[src/rtl/core/phase_barrier_with_tx_count_assert.svh]
// Assertion macros for the phase barrier block.
// Used by phase_barrier_with_tx_count.sv; expects clk and arst_n in scope.
`ifndef PHASE_BARRIER_WITH_TX_COUNT_ASSERT_SVH
`define PHASE_BARRIER_WITH_TX_COUNT_ASSERT_SVH

// The consequent must hold in the same cycle as the antecedent.
`define PBTC_ASSERT_SAME(lbl, ante, cons) \
	lbl: assert property (@(posedge clk) disable iff (!arst_n) ((ante) |-> (cons))) \
		else $error("phase barrier: same-cycle check failed");

// The consequent must hold in the cycle after the antecedent.
`define PBTC_ASSERT_NEXT(lbl, ante, cons) \
	lbl: assert property (@(posedge clk) disable iff (!arst_n) ((ante) |=> (cons))) \
		else $error("phase barrier: next-cycle check failed");

`endif

[src/rtl/core/pbtc_pkg.sv]
// Package for the phase barrier block: count width, operation and error codes.
// Has no dependencies; used by phase_barrier_with_tx_count.
`timescale 1ns / 1ps
`default_nettype none

package pbtc_pkg;

	localparam int COUNT_BITS = 20;

	typedef logic [COUNT_BITS-1:0] count_t;

	typedef enum logic [1:0] {
		ACT_ARRIVE     = 2'd0,
		ACT_CHECK      = 2'd1,
		ACT_INVALIDATE = 2'd2,
		ACT_INIT       = 2'd3
	} action_t;

	typedef enum logic [2:0] {
		ERR_NONE       = 3'd0,
		ERR_UNINIT     = 3'd1,
		ERR_CORRUPT    = 3'd2,
		ERR_INVALID    = 3'd3,
		ERR_UNDERFLOW  = 3'd4,
		ERR_OVERARRIVE = 3'd5
	} err_t;

endpackage

`default_nettype wire

[src/rtl/core/phase_barrier_with_tx_count.sv]
// The result is registered: a request passes the input register, then the result register.
// Throughput: one request per cycle unless out_ready stalls; the barrier state is updated as a
// request leaves the input register, so the next request sees it without a bubble.
// Reset: arst_n clears both stage valids and the whole barrier state asynchronously.
// Depends on pbtc_pkg and phase_barrier_with_tx_count_assert.svh.
`timescale 1ns / 1ps
`default_nettype none
`include "phase_barrier_with_tx_count_assert.svh"

module phase_barrier_with_tx_count (
	input  wire logic             clk,
	input  wire logic             arst_n,
	input  wire logic             in_valid,
	output logic                  in_ready,
	input  wire pbtc_pkg::action_t action,
	input  wire pbtc_pkg::count_t count,
	input  wire pbtc_pkg::count_t tx_bytes,
	input  wire logic             tx_complete,
	input  wire logic             parity,
	output logic                  out_valid,
	input  wire logic             out_ready,
	output logic                  fault,
	output pbtc_pkg::err_t        error_code,
	output logic                  completed,
	output logic                  phase_after,
	output logic                  predicate
);
	import pbtc_pkg::*;

	logic    valid_s1;
	action_t action_s1;
	count_t  count_s1;
	count_t  delta_s1;
	logic    complete_s1;
	logic    parity_s1;

	logic    valid_s2;
	logic    fault_s2;
	err_t    err_s2;
	logic    done_s2;
	logic    phase_s2;
	logic    pred_s2;

	logic    init_q;
	count_t  expected_q;
	count_t  pending_arr_q;
	count_t  pending_bytes_q;
	logic    phase_q;
	logic    locked_q;
	logic    corrupt_q;
	logic    invalid_q;

	logic    init_d;
	count_t  expected_d;
	count_t  pending_arr_d;
	count_t  pending_bytes_d;
	logic    phase_d;
	logic    locked_d;
	logic    corrupt_d;
	logic    invalid_d;
	logic    fault_d;
	err_t    err_d;
	logic    done_d;
	logic    nph_d;
	logic    pred_d;

	logic    advance;

	assign advance  = valid_s1 && (!valid_s2 || out_ready);
	assign in_ready = !valid_s1 || advance;

	always_comb begin
		logic [COUNT_BITS:0] sum;
		logic                stop;
		init_d          = init_q;
		expected_d      = expected_q;
		pending_arr_d   = pending_arr_q;
		pending_bytes_d = pending_bytes_q;
		phase_d         = phase_q;
		locked_d        = locked_q;
		corrupt_d       = corrupt_q;
		invalid_d       = invalid_q;
		fault_d         = 1'b0;
		err_d           = ERR_NONE;
		done_d          = 1'b0;
		nph_d           = 1'b0;
		pred_d          = 1'b0;
		stop            = 1'b0;
		sum             = {1'b0, pending_bytes_q} + {1'b0, delta_s1};
		case (action_s1)
			ACT_ARRIVE: begin
				if (!init_q) begin
					fault_d = 1'b1;
					err_d   = ERR_UNINIT;
				end else if (corrupt_q) begin
					fault_d = 1'b1;
					err_d   = ERR_CORRUPT;
				end else if (invalid_q) begin
					fault_d = 1'b1;
					err_d   = ERR_INVALID;
				end else if (!locked_q) begin
					if (complete_s1) begin
						if (delta_s1 > pending_bytes_q) begin
							pending_bytes_d = '0;
							corrupt_d       = 1'b1;
							err_d           = ERR_UNDERFLOW;
							stop            = 1'b1;
						end else begin
							pending_bytes_d = pending_bytes_q - delta_s1;
						end
					end else begin
						pending_bytes_d = sum[COUNT_BITS] ? '1 : sum[COUNT_BITS-1:0];
					end
					if (!stop) begin
						if (count_s1 > pending_arr_q) begin
							locked_d = 1'b1;
							fault_d  = 1'b1;
							err_d    = ERR_OVERARRIVE;
						end else if (count_s1 == pending_arr_q && pending_bytes_d == '0) begin
							phase_d       = !phase_q;
							pending_arr_d = expected_q;
							done_d        = 1'b1;
							nph_d         = !phase_q;
						end else begin
							pending_arr_d = pending_arr_q - count_s1;
						end
					end
				end
			end
			ACT_CHECK: begin
				if (!init_q) begin
					fault_d = 1'b1;
					err_d   = ERR_UNINIT;
				end else if (corrupt_q) begin
					fault_d = 1'b1;
					err_d   = ERR_CORRUPT;
				end else if (!invalid_q && !locked_q) begin
					pred_d = phase_q != parity_s1;
				end
			end
			ACT_INVALIDATE: begin
				invalid_d = 1'b1;
			end
			ACT_INIT: begin
				init_d          = 1'b1;
				expected_d      = count_s1;
				pending_arr_d   = count_s1;
				pending_bytes_d = '0;
				phase_d         = 1'b0;
				locked_d        = 1'b0;
				corrupt_d       = 1'b0;
				invalid_d       = 1'b0;
			end
			default: begin
				fault_d = 1'b0;
			end
		endcase
	end

	always_ff @(posedge clk or negedge arst_n) begin
		if (!arst_n) begin
			valid_s1        <= 1'b0;
			valid_s2        <= 1'b0;
			init_q          <= 1'b0;
			expected_q      <= '0;
			pending_arr_q   <= '0;
			pending_bytes_q <= '0;
			phase_q         <= 1'b0;
			locked_q        <= 1'b0;
			corrupt_q       <= 1'b0;
			invalid_q       <= 1'b0;
		end else begin
			if (in_ready) begin
				valid_s1 <= in_valid;
			end
			if (advance) begin
				valid_s2        <= 1'b1;
				init_q          <= init_d;
				expected_q      <= expected_d;
				pending_arr_q   <= pending_arr_d;
				pending_bytes_q <= pending_bytes_d;
				phase_q         <= phase_d;
				locked_q        <= locked_d;
				corrupt_q       <= corrupt_d;
				invalid_q       <= invalid_d;
			end else if (out_ready) begin
				valid_s2 <= 1'b0;
			end
		end
	end

	always_ff @(posedge clk) begin
		if (in_ready && in_valid) begin
			action_s1   <= action;
			count_s1    <= count;
			delta_s1    <= tx_bytes;
			complete_s1 <= tx_complete;
			parity_s1   <= parity;
		end
		if (advance) begin
			fault_s2 <= fault_d;
			err_s2   <= err_d;
			done_s2  <= done_d;
			phase_s2 <= nph_d;
			pred_s2  <= pred_d;
		end
	end

	assign out_valid   = valid_s2;
	assign fault       = fault_s2;
	assign error_code  = err_s2;
	assign completed   = done_s2;
	assign phase_after = phase_s2;
	assign predicate   = pred_s2;

	`PBTC_ASSERT_SAME(a_fault_has_code, valid_s2 && fault_s2, err_s2 != ERR_NONE)
	`PBTC_ASSERT_SAME(a_done_clean, valid_s2 && done_s2, !fault_s2 && err_s2 == ERR_NONE)
	`PBTC_ASSERT_SAME(a_marks_need_init, locked_q || corrupt_q || pending_bytes_q != '0, init_q)
	`PBTC_ASSERT_NEXT(a_s1_holds, valid_s1 && !advance, valid_s1)

endmodule

`default_nettype wire
[config.mk]
export PLATFORM = sky130hd
export DESIGN_NAME = phase_barrier_with_tx_count
export DESIGN_NICKNAME = d
export VERILOG_FILES = /design/src/rtl/core/pbtc_pkg.sv /design/src/rtl/core/phase_barrier_with_tx_count.sv
export VERILOG_INCLUDE_DIRS = /design/src /design/src/rtl/core
export SDC_FILE = /design/constraint.sdc
export NUM_CORES = 1
export LEC_CHECK = 0
export BUFFER_PORTS_ARGS = -buffer_cell sky130_fd_sc_hd__buf_4
export CAP_MARGIN = 10
export CORE_ASPECT_RATIO = 1.2
export CORE_MARGIN = 2
export CORE_UTILIZATION = 35
export CTS_CLUSTER_DIAMETER = 100
export CTS_CLUSTER_SIZE = 40
export DETAILED_ROUTE_END_ITERATION = 8
export GPL_TIMING_DRIVEN = 1
export HOLD_SLACK_MARGIN = 0.15
export PLACE_DENSITY_LB_ADDON = 0.3
export SYNTH_ARGS = -nofsm -noshare
export SYNTH_HDL_FRONTEND = slang
export SYNTH_SLANG_ARGS = --single-unit
[constraint.sdc]
create_clock -name clk -period 10.4 [get_ports clk]
set_input_delay 2.08 -clock clk [delete_from_list [all_inputs] [get_ports clk]]
set_output_delay 2.08 -clock clk [all_outputs]
set_load 0.01 [all_outputs]
==> results of run 1 <==
[flip-flops by register name, summed over array words and instances, names as in the netlist]
| register | flops |
|---|---|
| count_s1 | 20 |
| delta_s1 | 20 |
| expected_q | 20 |
| pending_arr_q | 20 |
| pending_bytes_q | 20 |
| error_code | 3 |
| action_s1 | 2 |
| complete_s1 | 1 |
| completed | 1 |
| corrupt_q | 1 |
| fault | 1 |
| init_q | 1 |
| invalid_q | 1 |
| locked_q | 1 |
| out_valid | 1 |
| parity_s1 | 1 |
| phase_after | 1 |
| phase_q | 1 |
| predicate | 1 |
| valid_s1 | 1 |
[cell type report]
| cell class | count | area, sq um | share of cell area (%) |
|---|---|---|---|
| clock buffers | 18 | 429 | 4.68 |
| clock inverters | 13 | 135 | 1.47 |
| inverters | 69 | 259 | 2.82 |
| multi-input cells | 637 | 4310 | 47.0 |
| flip-flops and latches | 118 | 3210 | 35.0 |
| well taps | 279 | 349 | 3.81 |
| repair buffers | 64 | 480 | 5.24 |
[stage by stage]
| step | instance area, sq um | power (mW) | cells | worst slack, ps | hold slack (ps) |
|---|---|---|---|---|---|
| 3_3_place_gp | 8610 | 1.44 | 1167 | 5770 | 466 |
| 4_1_cts | 9170 | 2.02 | 1198 | 5790 | 486 |
| 5_1_grt | 9170 | 2.15 | 1198 | 5460 | 501 |
| 3_5_place_dp | 8610 | 1.44 | 1167 | 5700 | 472 |
| 2_1_floorplan | 7960 | 1.25 | 860 | 6030 | 447 |
| 6_report | 9170 | 2.02 | 1198 | 5790 | 482 |
[logic make-up after synthesis]
family / after synthesis
AOI/OAI and AO/OA: 268
and+or+nand+nor: 265
adders and majority gates: 63
muxes: 5
xor gates and xnor gates: 36
DFF: 118
buffers and inverters: 105
[synth_stat cells, types with 13 or more instances]
| master | number |
|---|---|
| clkbuf_1 | 19 |
| inv_1 | 68 |
| nor3_1 | 21 |
| nor2_1 | 72 |
| a211oi_1 | 13 |
| dfrtp_1 | 67 |
| a21o_1 | 14 |
| a31oi_1 | 25 |
| o21ai_0 | 59 |
| ha_1 | 60 |
| a22o_1 | 13 |
| a21oi_1 | 48 |
| xnor2_1 | 28 |
| nand2_1 | 66 |
| nand2b_1 | 13 |
| edfxtp_1 | 51 |
| nand3_1 | 24 |
[worst max-delay path by stage]
stage | slack [ps] | from | endpoint | cells after the start
global placement | 5770 | out_ready | pending_arr_q[12] | 12
global route | 5460 | delta_s1[1] | pending_arr_q[17] | 14
finish | 5790 | out_ready | in_ready | 3
floorplan | 6030 | out_ready | in_ready | 1
detailed placement | 5700 | out_ready | pending_arr_q[7] | 12
CTS | 5790 | out_ready | in_ready | 3
[worst min-delay path: cells and delay by family, from the launching register on]
kind / cells / cell delay [ps]
flip-flops: 1 / 340
AO/OA/AOI/OAI: 1 / 60
AND/OR/NAND/NOR: 1 / 50
[where the power goes]
part	total, mW	internal [mW]	switching (mW)
registers	0.637	0.579	0.0580
clock network	0.570	0.349	0.221
logic	0.809	0.344	0.465
[layer usage]
| metal | vias to the layer above | track usage [%] | routed length [um] |
|---|---|---|---|
| met5 | - | 0 | 0 |
| met4 | 0 | 6.87 | 488 |
| met3 | 40 | 3.08 | 796 |
| met2 | 178 | 32.0 | 10600 |
| met1 | 3175 | 21.8 | 8930 |
| li1 | 3233 | - | - |
==> impl_metrics.tcl, run 1 <==
set metrics [dict create \
    drive_gt1_share_pct 12.3 \
    grt_pass1_wl_mm 34.2 \
    path_clk_slew_ps 60 \
    worstSetupPathType "in -> out" \
    synth_cell_type_count 78 \
    gr-total-overflow 0 \
    crit_buf_inv 2 \
    synth.avg_cell_area_sq_um 9.26 \
    first_pass_iters 5 \
    start_util_pct 35.6 \
    dieArea_sq_mm 0.0240 \
    die_w_um 142 \
    critPathTopFamily "buffers and inverters" \
    htreeDepth 4 \
    fin_worst_skew_ps 14.7 \
    muxShareOfSynthArea_pct 0.629 \
    cts_buffer_depth 2 \
    status "finished, final reports clean" \
    crit_path_end_kind "output pin" \
    synth_edf_count 51 \
    numPortBuffers 56 \
    synth_xor_area_share_pct 3.96 \
    r2r-end "pending_arr_q[17]" \
    layout.nets 1018 \
    start_kind "input port" \
    hold_path_end "expected_q[8]" \
    synth-simple-area-share_pct 16.4 \
    synth_fa_ha_area_share_pct 10.2 \
    insertion_delay_ps 420 \
    area_delta_synth_final_pct 15.2 \
    yosysSeqAreaShare_pct 40.3 \
    netlist_instances 860 \
    wl_mm 20.9 \
    post-route-period-util_pct 44.3 \
    antenna_found_initial 0 \
    critical_path_required_ps 8320 \
    drt-initial-drc-count 532 \
    regToRegStartpoint "pending_bytes_q[4]" \
    rsz0062_at_grt "false" \
    grt_max_degree 68 \
    synth_compound_area_share_pct 22.9 \
    relSlewSlack_pct 17.4 \
    synth_top_area_cell "dfrtp_1" \
    diodes 0 \
    final_util_pct 41.0 \
    ir_drop_mv 0.110 \
    clock.fmax_ghz 0.217 \
    cts_setup_buffers 0 \
    cap_violations 0 \
    drv_slew 0 \
    min_path_cells 2 \
    vias 6626 \
    tightest_slew_ps 1230 \
    placementRows 60 \
    min_path_type "reg -> reg" \
    gp_congestion 0.901 \
    grt_pass1_vias 6686 \
    crit_slowest_cell "nand3b_1" \
    clock_sinks 118 \
    synth_area_leaders "dfrtp_1 21%, edfxtp_1 19%, ha_1 9.4%, o21ai_0 3.7%, nor2_1 3.4%" \
    synth_ff_type "dfrtp_1" \
    final_common_cell "nor2_1" \
    cp_max_fo 3 \
    crit_arrival_ps 2530 \
    fillerInstances 2240 \
    synth_warnings 0 \
    synth_top_family_by_area "compound AO/OA/AOI/OAI gates" \
    cts_resized 0 \
    setup_viol 0 \
    grt_usage_pct 18.0 \
    clockRootBuffer "clkbuf_16" \
    min_from "expected_q[8]" \
    drc_errors 0 \
    crit_chain "buf_4 -> nand3b_1 -> buf_4" \
    synthArstFlopShare_pct 56.8 \
    hold_buffers 0 \
    cpMostUsedCell "buf_4" \
    fp.dieH_um 169 \
    hpwl_mm 14.9 \
    p_per_area_mw_per_mm2 220 \
    drtAntennaViolNets 0 \
    rrSetupSlack_ps 5850 \
    mostFrequentLayoutCells "72 x nor2_1, 68 x inv_1, 67 x dfrtp_1" \
    synth_top_area_share_pct 21.1 \
    period_minus_slack_ps 4610 \
    cts_tree "yes" \
    r2r_cells 13 \
    synth_nets 971 \
    syn_area_sq_mm 0.00796 \
    tns_ps 0 \
    vias_per_cell 5.53 \
    ys_ff_latch 118 \
    p_leak_nw 4.01 \
    hold_viol 0 \
    cts_made_buffers 17 \
    core_sq_mm 0.0224 \
    crit_path_max_incr_delay_ps 180 \
    wire_per_inst_um 17.4 \
    io-pin-count 57 \
]
(Power assumes the default switching activity.)
==> inputs of run 2 (changes only) <==
--- a/config.mk
+++ b/config.mk
@@ -6,6 +6,7 @@
 export SDC_FILE = /design/constraint.sdc
 export NUM_CORES = 1
 export LEC_CHECK = 0
+export ABC_AREA = 1
 export BUFFER_PORTS_ARGS = -buffer_cell sky130_fd_sc_hd__buf_4
 export CAP_MARGIN = 10
 export CORE_ASPECT_RATIO = 1.2
==> constraint.sdc (replaced) <==
create_clock -name clk -period 4.8 [get_ports clk]
set_input_delay 0.96 -clock clk [delete_from_list [all_inputs] [get_ports clk]]
set_output_delay 0.96 -clock clk [all_outputs]
set_load 0.01 [all_outputs]
==> run 2 against run 1 <==
Effect of this change: hold slack improved by 2.9 ps; via count rose by 23%; area after synthesis rose by 12%; non-clock buffer count increased by 2; critical endpoint is now pending_arr_q[16]; clock-buffer cell count shrank 1; highest routed layer unchanged; sequential power rose by 130%; core utilization down 0.48 points; die area is 12% higher; setup slack got worse by 4500 ps; critical path depth increased by 19; clock power rose by 140%; register-to-register slack got worse by 4600 ps.
==> impl_metrics.tcl, run 2 <==
set metrics [dict create \
    status "finished, final reports clean" \
    drt-initial-drc-count 488 \
    met1_usage_pct 22.1 \
    cp_max_fo 14 \
    grt_pass1_vias 8155 \
    dieArea_sq_mm 0.0268 \
    post-route-period-util_pct 73.1 \
    drive_gt1_share_pct 10.9 \
    htreeDepth 4 \
    syn_area_sq_mm 0.00893 \
    synth.avg_cell_area_sq_um 7.14 \
    area_delta_synth_final_pct 14.7 \
    p_leak_nw 5.23 \
    netlist_instances 1251 \
    wl_mm 25.0 \
    antenna_found_initial 0 \
    hold_buffers 0 \
    tns_ps 0 \
    start_util_pct 35.3 \
    rrSetupSlack_ps 1290 \
    placementRows 64 \
    r2r_cells 22 \
    clock.fmax_ghz 0.285 \
    drv_slew 0 \
    setup_viol 0 \
    yosysMostFrequentCell "nand2_1" \
    grt_pass1_wl_mm 40.5 \
    yosysSeqAreaShare_pct 35.9 \
    multi_input_area_sq_mm 0.00483 \
    wire_per_inst_um 15.3 \
    final_common_cell "nand2_1" \
    totalPowerFinal_mw 6.04 \
    mostFrequentLayoutCells "383 x nand2_1, 168 x inv_1, 95 x nor2_1" \
    first_pass_iters 5 \
    min_path_type "reg -> reg" \
    tightest_slew_ps 1030 \
    vias 8166 \
    synth_cell_type_count 44 \
    synth_nets 1362 \
    gr-total-overflow 0 \
    start_kind "flop" \
    synth_edf_count 51 \
    fin_worst_skew_ps 10.6 \
    layout.nets 1406 \
    period_minus_slack_ps 3510 \
    synth_area_leaders "dfrtp_1 19%, edfxtp_1 17%, nand2_1 16%, ha_1 8.4%, inv_1 7.1%" \
    fp.dieH_um 179 \
    grt_usage_pct 19.2 \
    hold_viol 0 \
    rsz0062_at_grt "false" \
    synth_warnings 0 \
    cts_tree "yes" \
    min_path_cells 2 \
    p_per_area_mw_per_mm2 590 \
    synth_ff_type "dfrtp_1" \
    cts_made_buffers 17 \
    synthTopCellsByCount "383 x nand2_1, 169 x inv_1, 96 x nor2_1" \
    cap_violations 0 \
    drc_errors 0 \
    cts_setup_buffers 0 \
    relSlewSlack_pct 31.3 \
    crit_path_end_kind "flop" \
    drtAntennaViolNets 0 \
    crit_arrival_ps 3850 \
    path_clk_slew_ps 60 \
    insertion_delay_ps 420 \
    vias_per_cell 4.99 \
    synth_top_area_cell "dfrtp_1" \
    die_w_um 150 \
    top_usage_layer "met2" \
    ir_drop_mv 0.250 \
    numPortBuffers 56 \
    fillerInstances 2737 \
    io-pin-count 57 \
    ys_ff_latch 118 \
    clock_sinks 118 \
    diodes 0 \
    grtUsageMet3_pct 2.82 \
    cts_resized 0 \
    gp_congestion 0.933 \
    final_util_pct 40.5 \
    cts_buffer_depth 2 \
    worstSetupPathType "reg -> reg" \
    seq_area_sq_mm 0.00321 \
    grtUsageMet2_pct 35.4 \
    clockRootBuffer "clkbuf_16" \
    synth_top_area_share_pct 18.8 \
    critical_path_required_ps 5150 \
    hpwl_mm 19.2 \
    synthArstFlopShare_pct 56.8 \
    grt_max_degree 68 \
    core_sq_mm 0.0253 \
]
[run 2: layer usage]
layer / routed length (um) / share of wire, %
met5: 0 / 0
met4: 776 / 3.1
met3: 885 / 3.5
met2: 13100 / 52
met1: 10300 / 41
[run 2: area by class of cell]
cell class / instances / share of cell area (%)
clock buffer: 17 / 4.15
clock inverter: 15 / 2.00
inverter: 180 / 6.59
multi-input combinational: 912 / 47.1
sequential: 118 / 31.3
tap: 330 / 4.03
timing repair buffer: 66 / 4.83
[run 2: worst paths after layout]
kind / start / end
min in group asynchronous: arst_n / pending_arr_q[17]
max reg2reg: delta_s1[15] / pending_arr_q[16]
max in group asynchronous: arst_n / pending_bytes_q[5]
min reg2reg: pending_arr_q[15] / pending_arr_q[15]
max: delta_s1[15] / pending_arr_q[16]
min: pending_arr_q[15] / pending_arr_q[15]
[run 2: worst max-delay path, stage by stage (launching register included)]
cell	delay, ps
edfxtp_1	360
inv_1	50
ha_1	430
a21oi_1	290
nand2_1	140
nand2_1	70
nand2_1	50
nor2_2	200
nand3_4	170
nand2_2	110
inv_2	150
nand2_1	100
nand2_1	120
nor2_1	220
nand2_2	110
nor2_4	130
nand3_2	180
buf_4	260
nand2_1	70
nand2_1	40
nand2_1	50
nand2_1	50
nand2_1	60
[run 2: power breakdown]
| group | leakage, nW | total [mW] | switching, mW | internal [mW] |
|---|---|---|---|---|
| combinational | 3.60 | 3.21 | 2.13 | 1.08 |
| clock | 0.299 | 1.36 | 0.486 | 0.871 |
| sequential | 1.33 | 1.48 | 0.159 | 1.32 |
| total | 5.23 | 6.04 | 2.78 | 3.27 |
[run 2: cells by family (layout without fill, tap and decap cells)]
| group | after synthesis | after routing | share of synthesized area, % |
|---|---|---|---|
| xor+xnor | 35 | 35 | 3.43 |
| flops | 118 | 118 | 35.9 |
| simple gates | 627 | 627 | 30.1 |
| compound gates | 187 | 187 | 11.3 |
| fa+ha+maj | 63 | 63 | 9.07 |
| buf+inv | 221 | 278 | 10.1 |
[run 2: metrics by stage]
stage | hold slack [ps] | setup slack, ps | instance area (sq um) | std cells
final | 484 | 1290 | 10200 | 1638
after global routing | 504 | 983 | 10200 | 1638
after CTS | 487 | 1250 | 10200 | 1638
after detailed placement | 470 | 1280 | 9620 | 1606
after global placement | 468 | 1260 | 9620 | 1606
after floorplan | 453 | 1990 | 8930 | 1251
==> inputs of run 3 (changes only) <==
==> constraint.sdc (replaced) <==
create_clock -name clk -period 2.9 [get_ports clk]
set_input_delay 0.58 -clock clk [delete_from_list [all_inputs] [get_ports clk]]
set_output_delay 0.58 -clock clk [all_outputs]
set_load 0.01 [all_outputs]
==> run 3 against run 2 <==
Effect of this change: the flow now finishes with violations (setup timing); setup slack got worse by 1500 ps; sequential share of layout area fell by 5.8 points; combinational power rose by 150%; core utilization rose by 9.2 points; via count rose by 13%; highest routed layer unchanged.
==> impl_metrics.tcl, run 3 (synthesized netlist as in run 2, its figures left out) <==
set metrics [dict create \
    gr-total-overflow 0 \
    holdWs_ps 317 \
    switching_share_pct 44.2 \
    drv_slew 0 \
    final_util_pct 49.7 \
    crit_slowest_cell "edfxtp_1" \
    comb_power_share_pct 64.7 \
    hold_buffers 0 \
    wl_mm 29.8 \
    p_sw_mw 5.42 \
    start_kind "flop" \
    hold_viol 0 \
    fin_worst_skew_ps 9.41 \
    cts_buffer_depth 2 \
    core_sq_mm 0.0253 \
    layout.nets 1632 \
    regToRegStartpoint "delta_s1[0]" \
    crit_chain "ha_2 -> fa_2 -> nand2_2 -> nand2_2 -> and2_4 -> nand2_4 -> nand3_4 -> nand2_4 -> nand2_8 -> o21ai_2 -> nand2_2 -> nor2_1 -> buf_4 -> nand2_4 -> nor2_4 -> buf_4 -> nand3_4 -> clkbuf_16 -> nand2_1 -> nand2_1 -> nand2_1 -> nand2_1 -> nand2_1" \
    numPortBuffers 56 \
    min_path_type "in -> async" \
    gp_congestion 0.925 \
    startpoint "delta_s1[0]" \
    p_leak_nw 6.48 \
    cap_violations 0 \
    critical_path_required_ps 3270 \
    drc_errors 0 \
    grt_usage_pct 22.2 \
    grt_max_degree 68 \
    crit_buf_inv 3 \
    placementRows 64 \
    setup_viol 23 \
    pwr-share-clk_pct 15.6 \
    drt-initial-drc-count 597 \
    start_util_pct 35.3 \
    status "complete, but fails checks" \
    tightest_slew_ps 971 \
    power.internal_mw 6.85 \
    clock.fmax_ghz 0.319 \
    diodes 0 \
    worstSetupPathType "reg -> reg" \
    top_usage_layer "met2" \
    die_w_um 150 \
    crit_path_end_kind "flop" \
    post-route-period-util_pct 108 \
    relSlewSlack_pct 35.3 \
    cpMostUsedCell "nand2_1" \
    p_per_area_mw_per_mm2 975 \
    vias 9190 \
    seq_power_share_pct 19.7 \
    drtAntennaViolNets 0 \
    crit_path_max_incr_delay_ps 410 \
    clockRootBuffer "clkbuf_16" \
    place_ws_ps -384 \
    path_clk_slew_ps 60 \
    grtUsageMet2_pct 41.8 \
    grt_pass1_wl_mm 46.0 \
    mostFrequentLayoutCells "366 x nand2_1, 265 x buf_4, 165 x inv_1" \
    wire_per_inst_um 16.0 \
    setup_slack_ps -239 \
    rsz0062_at_grt "true" \
    final_common_cell "nand2_1" \
    insertion_delay_ps 430 \
    hpwl_mm 21.7 \
    cp_max_fo 10 \
    clock_sinks 118 \
    dieArea_sq_mm 0.0268 \
    grtUsageMet3_pct 2.80 \
    first_pass_iters 7 \
    area_delta_synth_final_pct 40.8 \
    drive_gt1_share_pct 29.7 \
    violations "setup timing" \
    period_minus_slack_ps 3140 \
    ir_drop_mv 0.474 \
    critPathTopFamily "simple AND/OR/NAND/NOR gates" \
    grt_pass1_vias 9093 \
    crit_arrival_ps 3510 \
    cts_made_buffers 17 \
    io-pin-count 57 \
    fp.dieH_um 179 \
    htreeDepth 4 \
    antenna_found_initial 0 \
    cts_tree "yes" \
    vias_per_cell 4.93 \
    met1_usage_pct 25.5 \
]
-- run 3: changes by cell type in the layout (fill, tap and decap cells not counted), moves of 11 or more --
cell / before / now
nand2_1: 383 / 366
nand2_2: 17 / 30
buf_12: 0 / 11
nor2_1: 95 / 73
nor2_2: 5 / 18
ha_1: 60 / 47
buf_4: 66 / 265
-- run 3: final timing paths --
check | slack (ps) | depth (start not counted) | to
worst max register to register | -240 | 23 | pending_arr_q[3]
worst min register to register | 490 | 2 | expected_q[8]
worst min-delay path | 320 | 1 | expected_q[17]
min in group clk | 330 | 1 | count_s1[14]
worst max-delay path | -240 | 23 | pending_arr_q[3]
max in group asynchronous | 1960 | 1 | pending_arr_q[7]
-- run 3: final cells by class --
cell class / count / area (sq um)
clock inverters: 14 / 106
flip-flops and latches: 118 / 3210
inverters: 180 / 679
multi-input cells: 913 / 5280
fillers: 2534 / 12700
well taps: 330 / 413
repair buffers: 291 / 2470
clock buffers: 18 / 429
-- run 3: repair_timing --
item                                    in CTS  in global routing
resized for setup                           61                 68
cloned                                       3                  5
endpoints found under the setup margin      25                 26
setup buffers                               11                  8
pin swaps                                   12                 20
-- run 3: through the flow --
stage,setup TNS (ps),total power [mW],std cells,area [sq um]
floorplan,0,6.40,1251,8930
global placement,-5450,9.31,1805,11200
detailed placement,-6860,9.38,1805,11200
CTS,-2750,11.8,1851,12100
global route,-8010,13.2,1864,12600
finish,-4540,12.3,1864,12600
-- run 3: routing by layer --
metal / wire, um / vias to the layer above
met5: 0 / -
met4: 920 / 0
met3: 1170 / 56
met2: 15900 / 247
met1: 11800 / 4310
li1: - / 4577
-- run 3: power by group through the flow --
stage          clock [mW]  sequential (mW)  combinational (mW)
2_1_floorplan           0             2.39                4.01
3_3_place_gp            0             2.41                6.90
3_5_place_dp            0             2.42                6.95
4_1_cts              1.95             2.40                7.44
5_1_grt              2.04             2.47                8.73
6_report             1.91             2.42                7.94
